## config.mk

```make
export PLATFORM = sky130hd
export DESIGN_NAME = bopt_cell
export DESIGN_NICKNAME = d
export VERILOG_FILES = /design/src/hdl/bopt_pkg.sv /design/src/hdl/bopt_cell.sv
export SDC_FILE = /design/constraint.sdc
export NUM_CORES = 1
export LEC_CHECK = 0
export BUFFER_PORTS_ARGS = -buffer_cell sky130_fd_sc_hd__clkbuf_2
export CAP_MARGIN = 20
export CORE_ASPECT_RATIO = 1.4
export CORE_UTILIZATION = 50
export CTS_BUF_LIST = sky130_fd_sc_hd__clkbuf_16
export DETAILED_ROUTE_END_ITERATION = 8
export PLACE_DENSITY = 0.85
export SLEW_MARGIN = 10
export SYNTH_ARGS = -nofsm -noshare
export SYNTH_HDL_FRONTEND = slang
export SYNTH_SLANG_ARGS = --single-unit
```

## constraint.sdc

```tcl
create_clock -name clk -period 17.3 [get_ports clk]
set_input_delay 0.865 -clock clk [delete_from_list [all_inputs] [get_ports clk]]
set_output_delay 0.865 -clock clk [all_outputs]
set_load 0.05 [all_outputs]
```

## src/hdl/bopt_pkg.sv

```systemverilog
`default_nettype none
package bopt_pkg;

  localparam int FIELD_BITS     = 16;
  localparam int COUNT_OUT_BITS = 7;
  localparam int CFG_INDEX_BITS = 1;
  localparam int CFG_DATA_BITS  = 16;

  localparam logic [CFG_DATA_BITS-1:0] PALLET_WIDTH_RESET  = 16'd1200;
  localparam logic [CFG_DATA_BITS-1:0] PALLET_LENGTH_RESET = 16'd800;

  localparam logic [CFG_INDEX_BITS-1:0] REG_PALLET_WIDTH  = 1'b0;
  localparam logic [CFG_INDEX_BITS-1:0] REG_PALLET_LENGTH = 1'b1;

  localparam logic KIND_QUERY = 1'b0;
  localparam logic KIND_STORE = 1'b1;

  typedef struct packed {
    logic                  kind;
    logic [FIELD_BITS-1:0] corner_x;
    logic [FIELD_BITS-1:0] corner_y;
    logic [FIELD_BITS-1:0] corner_z;
    logic [FIELD_BITS-1:0] size_x;
    logic [FIELD_BITS-1:0] size_y;
    logic [FIELD_BITS-1:0] size_z;
  } request_t;

  typedef struct packed {
    logic                      placeable;
    logic [COUNT_OUT_BITS-1:0] stored_count;
    logic                      overflow;
  } result_t;

  // Control part of the token that walks down the cell chain.
  typedef struct packed {
    logic valid;
    logic store;
    logic ok;
    logic overflow;
  } ctl_t;

endpackage
`default_nettype wire

```

## src/hdl/bopt_cell.sv

```systemverilog
`default_nettype none
module bopt_cell
  import bopt_pkg::*;
#(
  parameter int CB  = 16,
  parameter int NB  = 7,
  parameter int IDX = 0
) (
  input  wire logic              clk,
  input  wire logic              rst,
  input  wire ctl_t              in_ctl,
  input  wire logic [3*CB-1:0]   in_lo,
  input  wire logic [3*CB+2:0]   in_hi,
  input  wire logic [NB-1:0]     in_count,
  output ctl_t                   out_ctl,
  output logic [3*CB-1:0]        out_lo,
  output logic [3*CB+2:0]        out_hi,
  output logic [NB-1:0]          out_count
);

  // Stored box: corner and far corner (corner + size), one bit wider.
  logic [3*CB-1:0] box_lo;
  logic [3*CB+2:0] box_hi;

  logic [2:0] axis_hit;
  logic       hit;
  logic       write;
  ctl_t       ctl_next;

  always_comb begin
    for (int a = 0; a < 3; a++) begin
      axis_hit[a] = ({1'b0, in_lo[a*CB +: CB]} < box_hi[a*(CB+1) +: CB+1]) &&
                    (in_hi[a*(CB+1) +: CB+1] > {1'b0, box_lo[a*CB +: CB]});
    end
    // only boxes stored before this query count
    hit   = in_ctl.valid && !in_ctl.store && (NB'(IDX) < in_count) && (&axis_hit);
    write = in_ctl.valid && in_ctl.store && !in_ctl.overflow &&
            (in_count == NB'(IDX + 1));
    ctl_next    = in_ctl;
    ctl_next.ok = in_ctl.ok && !hit;
  end

  always_ff @(posedge clk) begin
    if (write) begin
      box_lo <= in_lo;
      box_hi <= in_hi;
    end
  end

  always_ff @(posedge clk) begin
    if (rst) begin
      out_ctl <= '0;
    end else begin
      out_ctl <= ctl_next;
    end
  end

  always_ff @(posedge clk) begin
    out_lo    <= in_lo;
    out_hi    <= in_hi;
    out_count <= in_count;
  end

endmodule
`default_nettype wire
```

==> results.json, run 1 <==
{
  "vias": 5018,
  "fp.dieH_um": 148,
  "postCtsSetupRepairBufs": 0,
  "wl_per_cell_um": 16.6,
  "grt_pass1_wl_um": 25400,
  "grt_max_degree": 89,
  "synth_fp_nets": 747,
  "synthSimpleGateAreaFrac_pct": 5.19,
  "drcViolationCount": 0,
  "start_util_pct": 51.0,
  "track_usage_pct": 21.1,
  "drive_gt1_share_pct": 32.2,
  "clock-sinks": 209,
  "tritoncts": "done",
  "clock_latency_ns": 0.49,
  "fin_crit_sh_pct": 14.5,
  "async_reset_ff_share_pct": 0,
  "crit_end": "box_lo[17]",
  "synth.distinct_cells": 37,
  "synth_top_family_by_area": "adder cells",
  "core-area_sq_mm": 0.0149,
  "portBuffers": 221,
  "critical_path_required_ns": 17.47,
  "rsz0062_at_grt": "false",
  "ys_ff_latch": 209,
  "slew_headroom_pct": 67.5,
  "worst-r2r-cell-count": 8,
  "critical_path.startpoint_type": "primary input",
  "fin_crit_ns": 2.51,
  "fmax_mhz": 399,
  "fin_skew_ns": 0.00942,
  "fin_tns_setup_ns": 0,
  "finalPower_mw": 1.09,
  "ys.flop_type": "dfxtp_1",
  "yosysWarnings": 0,
  "crit_type": "primary input to register",
  "cts_resized": 0,
  "synthAdderAreaFrac_pct": 15.3,
  "syn_area_per_cell_sq_um": 14.0,
  "dpl.hpwl_um": 12400,
  "critPathArrivalTime_ns": 2.68,
  "cts_buffer_depth": 3,
  "reg2reg_from": "box_lo[46]",
  "root_buffer": "clkbuf_16",
  "postRouteAntennaNets": 0,
  "synth_edf_count": 99,
  "antenna_found_initial": 0,
  "clk_pin_slew_ns": 0.06,
  "synth_mux_area_share_pct": 0,
  "max_cap_viol_count": 0,
  "status": "finished, final reports clean",
  "dr.pass1.iters": 5,
  "hold_viol": 0,
  "syn_area_sq_mm": 0.00761,
  "cts.htree.levels": 1,
  "leakage_nw": 4.62,
  "dieArea_sq_mm": 0.0157,
  "ir_worst_vdd_uv": 84.7,
  "drv_slew": 0,
  "grt_pass1_vias": 5177,
  "drt-initial-drc-count": 174,
  "ioPinCount": 222,
  "worst-path-max-fanout": 55,
  "synthXorXnorAreaFrac_pct": 0,
  "setup-violations-final": 0,
  "cts_buffers": 20,
  "worst_r2r_endpoint": "out_ctl[1]",
  "grt_overflow_total": 0,
  "area_growth_pct": 27.4,
  "die_w_um": 106,
  "critPathLaunch": "in_count[1]",
  "holdCritPathClass": "primary input to register",
  "cts_hold_buf": 0,
  "wirelength_um": 16500,
  "n_antenna_cell": 0,
  "rows": 53,
  "place_congestion": 0.798,
  "finalNetCount": 993,
  "drt-vias-per-instance": 5.05,
  "setup.worst_path.end_class": "register",
  "synth_compound_area_share_pct": 6.93,
  "worst_slew_pin_slew_ns": 0.488,
  "synth_cells": 542,
  "power_density_mw_per_mm2": 113,
  "r2r_slack_ns": 14.98,
  "yosysSeqAreaShare_pct": 68.0
}
-- sequential cells by signal, summed over array words and instances (netlist names) --
register   cells
box_hi        51
out_hi        51
box_lo        48
out_lo        48
out_count      7
out_ctl        4
-- where the power goes --
part | internal (mW) | switching (mW)
sequential | 0.531 | 0.00362
combinational | 0.0288 | 0.0784
clock | 0.269 | 0.183
-- kinds of logic (layout without fill, tap and decap cells) --
group | after synthesis | after routing
simple gates | 69 | 69
fa+ha+maj | 93 | 93
compound gates | 77 | 77
flops | 209 | 209
buf+inv | 94 | 354
-- synth_stat cells (2+ instances only) --
master,number,area [sq um]
dfxtp_1,110,2200
edfxtp_1,99,2970
inv_1,94,353
ha_1,93,1160
a21oi_1,28,140
a21o_1,13,97.6
nand4_1,13,81.3
nor2_1,10,37.5
o21ai_0,10,50.1
nand2_1,9,33.8
nand3_1,8,40.0
nand4b_1,7,61.3
a211oi_1,6,45.0
nor2b_1,5,31.3
nand2b_1,4,25.0
nor3_1,4,20.0
nor4_1,4,25.0
o41a_1,3,33.8
a2111oi_0,2,17.5
o21a_1,2,15.0
o31ai_1,2,15.0
-- layer usage --
layer  global-route usage [%]  wire (um)  up-vias
li1                         -          -     2425
met1                     23.6       6230     2382
met2                     39.9       8890      179
met3                     4.19       1020       32
met4                     6.04        384        0
met5                        0          0        -
-- worst min path at each step --
| stage | startpoint | endpoint | slack [ns] | cells after the start |
|---|---|---|---|---|
| after detailed placement | box_lo[16] | out_ctl[1] | 0.86 | 5 |
| after floorplan | box_lo[16] | out_ctl[1] | 0.76 | 5 |
| after CTS | in_count[3] | out_count[3] | 0.49 | 1 |
| final | in_count[3] | out_count[3] | 0.50 | 1 |
| after global routing | in_hi[0] | out_hi[0] | 0.49 | 1 |
| after global placement | box_lo[16] | out_ctl[1] | 0.84 | 5 |
-- stage by stage --
stage | std cells | setup WS [ns] | hold slack [ns] | util, % | area [sq um]
2_1_floorplan | 542 | 5.06 | 0.761 | - | 7610
3_3_place_gp | 957 | 14.16 | 0.843 | 60.2 | 8980
3_5_place_dp | 957 | 14.16 | 0.860 | 60.2 | 8980
4_1_cts | 993 | 14.63 | 0.485 | 64.8 | 9680
5_1_grt | 994 | 14.63 | 0.487 | 65.0 | 9700
6_report | 994 | 14.79 | 0.502 | 65.0 | 9700
-- cells in the final DEF, fill, tap and decap left out, types with 2 or more instances in the layout --
master and n:
nand4b_1 7, nor2_1 10, a21o_1 13, o21ai_0 10
clkinv_2 3, buf_4 2, o21a_1 2, a211oi_1 6
ha_1 93, clkinv_1 2, a21oi_1 28, nor3_1 4
inv_1 97, clkinvlp_4 2, nand2b_1 4, nand2_1 9
clkbuf_2 221, nor2b_1 5, clkbuf_16 23, nand3_1 8
nor4_1 4, dfxtp_1 110, a2111oi_0 2, bufinv_16 2
o41a_1 3, edfxtp_1 99, nand4_1 13, o31ai_1 2
-- critical path, stage by stage --
cell and delay [ns]:
clkbuf_2 0.09, nor4_1 0.34, nor4b_2 0.29, buf_4 0.26
buf_4 0.45, buf_16 0.33
-- final cells by class --
class,count,area (sq um)
clock buffer,23,576
clock inverter,13,118
fill,1105,5220
inverter,94,353
multi-input combinational,239,2090
sequential,209,5170
tap,192,240
timing repair buffer,224,1150
(Power assumes the default switching activity.)
==> run 2: changes to the inputs <==
Settings changed: ABC_AREA from default to 1, CORE_UTILIZATION 50 to 47, PLACE_DENSITY 0.85 to 0.84.
Clock period 17.3 ns to 2.3 ns, I/O delays scaled along.
==> results.json, run 2 <==
{
  "dr.pass1.iters": 6,
  "wirelength_um": 20200,
  "dieArea_sq_mm": 0.0175,
  "vias": 6044,
  "drcViolationCount": 15,
  "synth_common_cells": "inv_1 (144), nand2_1 (132), dfxtp_1 (110)",
  "final_cell_mix": "clkbuf_2 (221), inv_1 (147), nand2_1 (130)",
  "place_area_sq_mm": 0.00942,
  "drt-initial-drc-count": 348,
  "synth.largest_area_cell": "edfxtp_1",
  "clock_latency_ns": 0.49,
  "crit_type": "register to register",
  "syn_area_per_cell_sq_um": 11.4,
  "core-area_sq_mm": 0.0167,
  "ys_ff_latch": 209,
  "portBuffers": 221,
  "clk_pin_slew_ns": 0.06,
  "synthSimpleGateAreaFrac_pct": 10.9,
  "final_cells": 1273,
  "ys.flop_type": "dfxtp_1",
  "cts_buffers": 20,
  "antenna_found_initial": 0,
  "clock-sinks": 209,
  "r2r_slack_ns": 0.55,
  "rsz0062_at_grt": "false",
  "fmax_mhz": 572,
  "slew_headroom_pct": 73.3,
  "place_congestion": 0.784,
  "setup-violations-final": 0,
  "ys_top_cells_by_area": "edfxtp_1 (37%), dfxtp_1 (28%), ha_1 (15%), inv_1 (6.8%), nand2_1 (6.2%)",
  "drt-vias-per-instance": 4.75,
  "fin_skew_ns": 0.00744,
  "postRouteAntennaNets": 0,
  "dp_cells": 1126,
  "synth_edf_count": 99,
  "fp.dieH_um": 156,
  "syn_area_sq_mm": 0.00798,
  "fin_util_pct": 67.1,
  "yosysSeqAreaShare_pct": 64.8,
  "root_buffer": "clkbuf_16",
  "grt_max_degree": 55,
  "synth_top_area_share_pct": 37.2,
  "n_antenna_cell": 0,
  "finalPower_mw": 8.28,
  "dp_slack_ns": 0.553,
  "fin_area_sq_mm": 0.0112,
  "ioPinCount": 222,
  "ir_worst_vdd_uv": 733,
  "grt_pass1_wl_um": 30900,
  "cts_resized": 0,
  "fin_tns_setup_ns": 0,
  "critical_path_required_ns": 2.69,
  "power_density_mw_per_mm2": 740,
  "fin_crit_sh_pct": 76.0,
  "worst_slew_pin_slew_ns": 0.398,
  "holdWs_ns": 0.247,
  "synth.distinct_cells": 24,
  "yosysWarnings": 0,
  "start_util_pct": 47.9,
  "wl_per_cell_um": 15.9,
  "synthAdderAreaFrac_pct": 14.6,
  "synth_top_family_by_area": "adder cells",
  "synth_mux_area_share_pct": 0,
  "critical_path.startpoint_type": "register",
  "tritoncts": "done",
  "worst-path-max-fanout": 3,
  "synth_compound_area_share_pct": 2.76,
  "rows": 56,
  "worst-r2r-cell-count": 14,
  "synthXorXnorAreaFrac_pct": 0,
  "track_usage_pct": 23.0,
  "cts.htree.levels": 1,
  "synth_cells": 700,
  "synth_fp_nets": 905,
  "fin_ws_ns": 0.553,
  "fillers": 1125,
  "holdCritPathClass": "primary input to register",
  "max_cap_viol_count": 0,
  "worst_r2r_endpoint": "out_ctl[1]",
  "synthMostInstantiatedCell": "inv_1",
  "largest_registers": "box_hi: 51 flops, out_hi: 51 flops",
  "finalNetCount": 1261,
  "failed_checks": "DRC",
  "status": "complete, but fails checks",
  "die_w_um": 112,
  "cts_buffer_depth": 3,
  "async_reset_ff_share_pct": 0,
  "reg2reg_from": "box_lo[6]",
  "crit_end": "out_ctl[1]",
  "setup.worst_path.end_class": "register",
  "critPathLaunch": "box_lo[6]",
  "area_growth_pct": 40.1,
  "grt_overflow_total": 0,
  "grt_pass1_vias": 6444,
  "drv_slew": 0,
  "fin_crit_ns": 1.75,
  "leakage_nw": 5.60,
  "hold_viol": 0,
  "dpl.hpwl_um": 12600,
  "drive_gt1_share_pct": 25.2,
  "mostFrequentLayoutCell": "clkbuf_2",
  "critPathArrivalTime_ns": 2.14
}
## run 2: changes by cell type in the layout (fill, tap and decap cells not counted), moves of 8 or more
cell / change
nand4_1: -11
nand2_1: +121
inv_1: +50
a21o_1: -8
nor2_1: +32
dlygate4sd3_1: +111
## run 2: routing by layer
metal  wire length, um  track usage [%]
met3              1240             4.73
met4               715             10.2
met5                 0                0
met1              7220             22.5
met2             11000             45.9
## run 2: logic make-up (layout without fill, tap and decap cells)
group / Yosys count / after routing
simple gates: 212 / 212
compound gates: 38 / 38
buf+inv: 148 / 518
fa+ha+maj: 93 / 93
flops: 209 / 209
## run 2: layout make-up
class / instances / area [sq um] / area share, %
flip-flops and latches: 209 / 5170 / 46.3
repair buffers: 334 / 2260 / 20.2
multi-input cells: 343 / 2290 / 20.5
inverters: 148 / 556 / 4.97
clock buffers: 24 / 601 / 5.37
well taps: 203 / 254 / 2.27
clock inverters: 12 / 52.6 / 0.470
## run 2: report_power, final
part	internal [mW]	switching [mW]
combinational	0.345	0.675
clock	1.86	1.37
sequential	3.99	0.0316
## run 2: what timing repair did
| action | CTS | global route |
|---|---|---|
| hold endpoints to repair | 209 | 0 |
| endpoints found under the setup margin | 0 | 0 |
| buffers inserted | 0 | 0 |
| hold buffers | 111 | 0 |
## run 2: worst min-delay path by stage
stage,start,to,slack [ns],cells past startpoint
2_1_floorplan,in_count[0],out_count[0],0.14,0
3_3_place_gp,in_count[6],out_count[6],0.23,1
3_5_place_dp,in_count[6],out_count[6],0.24,1
4_1_cts,in_ctl[3],out_ctl[1],0.26,10
5_1_grt,in_ctl[3],box_hi[31],0.27,4
6_report,in_ctl[3],out_ctl[1],0.25,10
## run 2: critical path, cell delays in order, from the launching register on
cell and delay (ns):
edfxtp_1 0.37, inv_1 0.06, ha_1 0.24, nand2_1 0.11
inv_2 0.03, nand2_1 0.12, nor2_1 0.06, nand3_1 0.12
nand2_1 0.06, nor2_1 0.15, nand2_1 0.07, nor2_1 0.09
nand3_1 0.08, nand2_1 0.06, inv_1 0.03
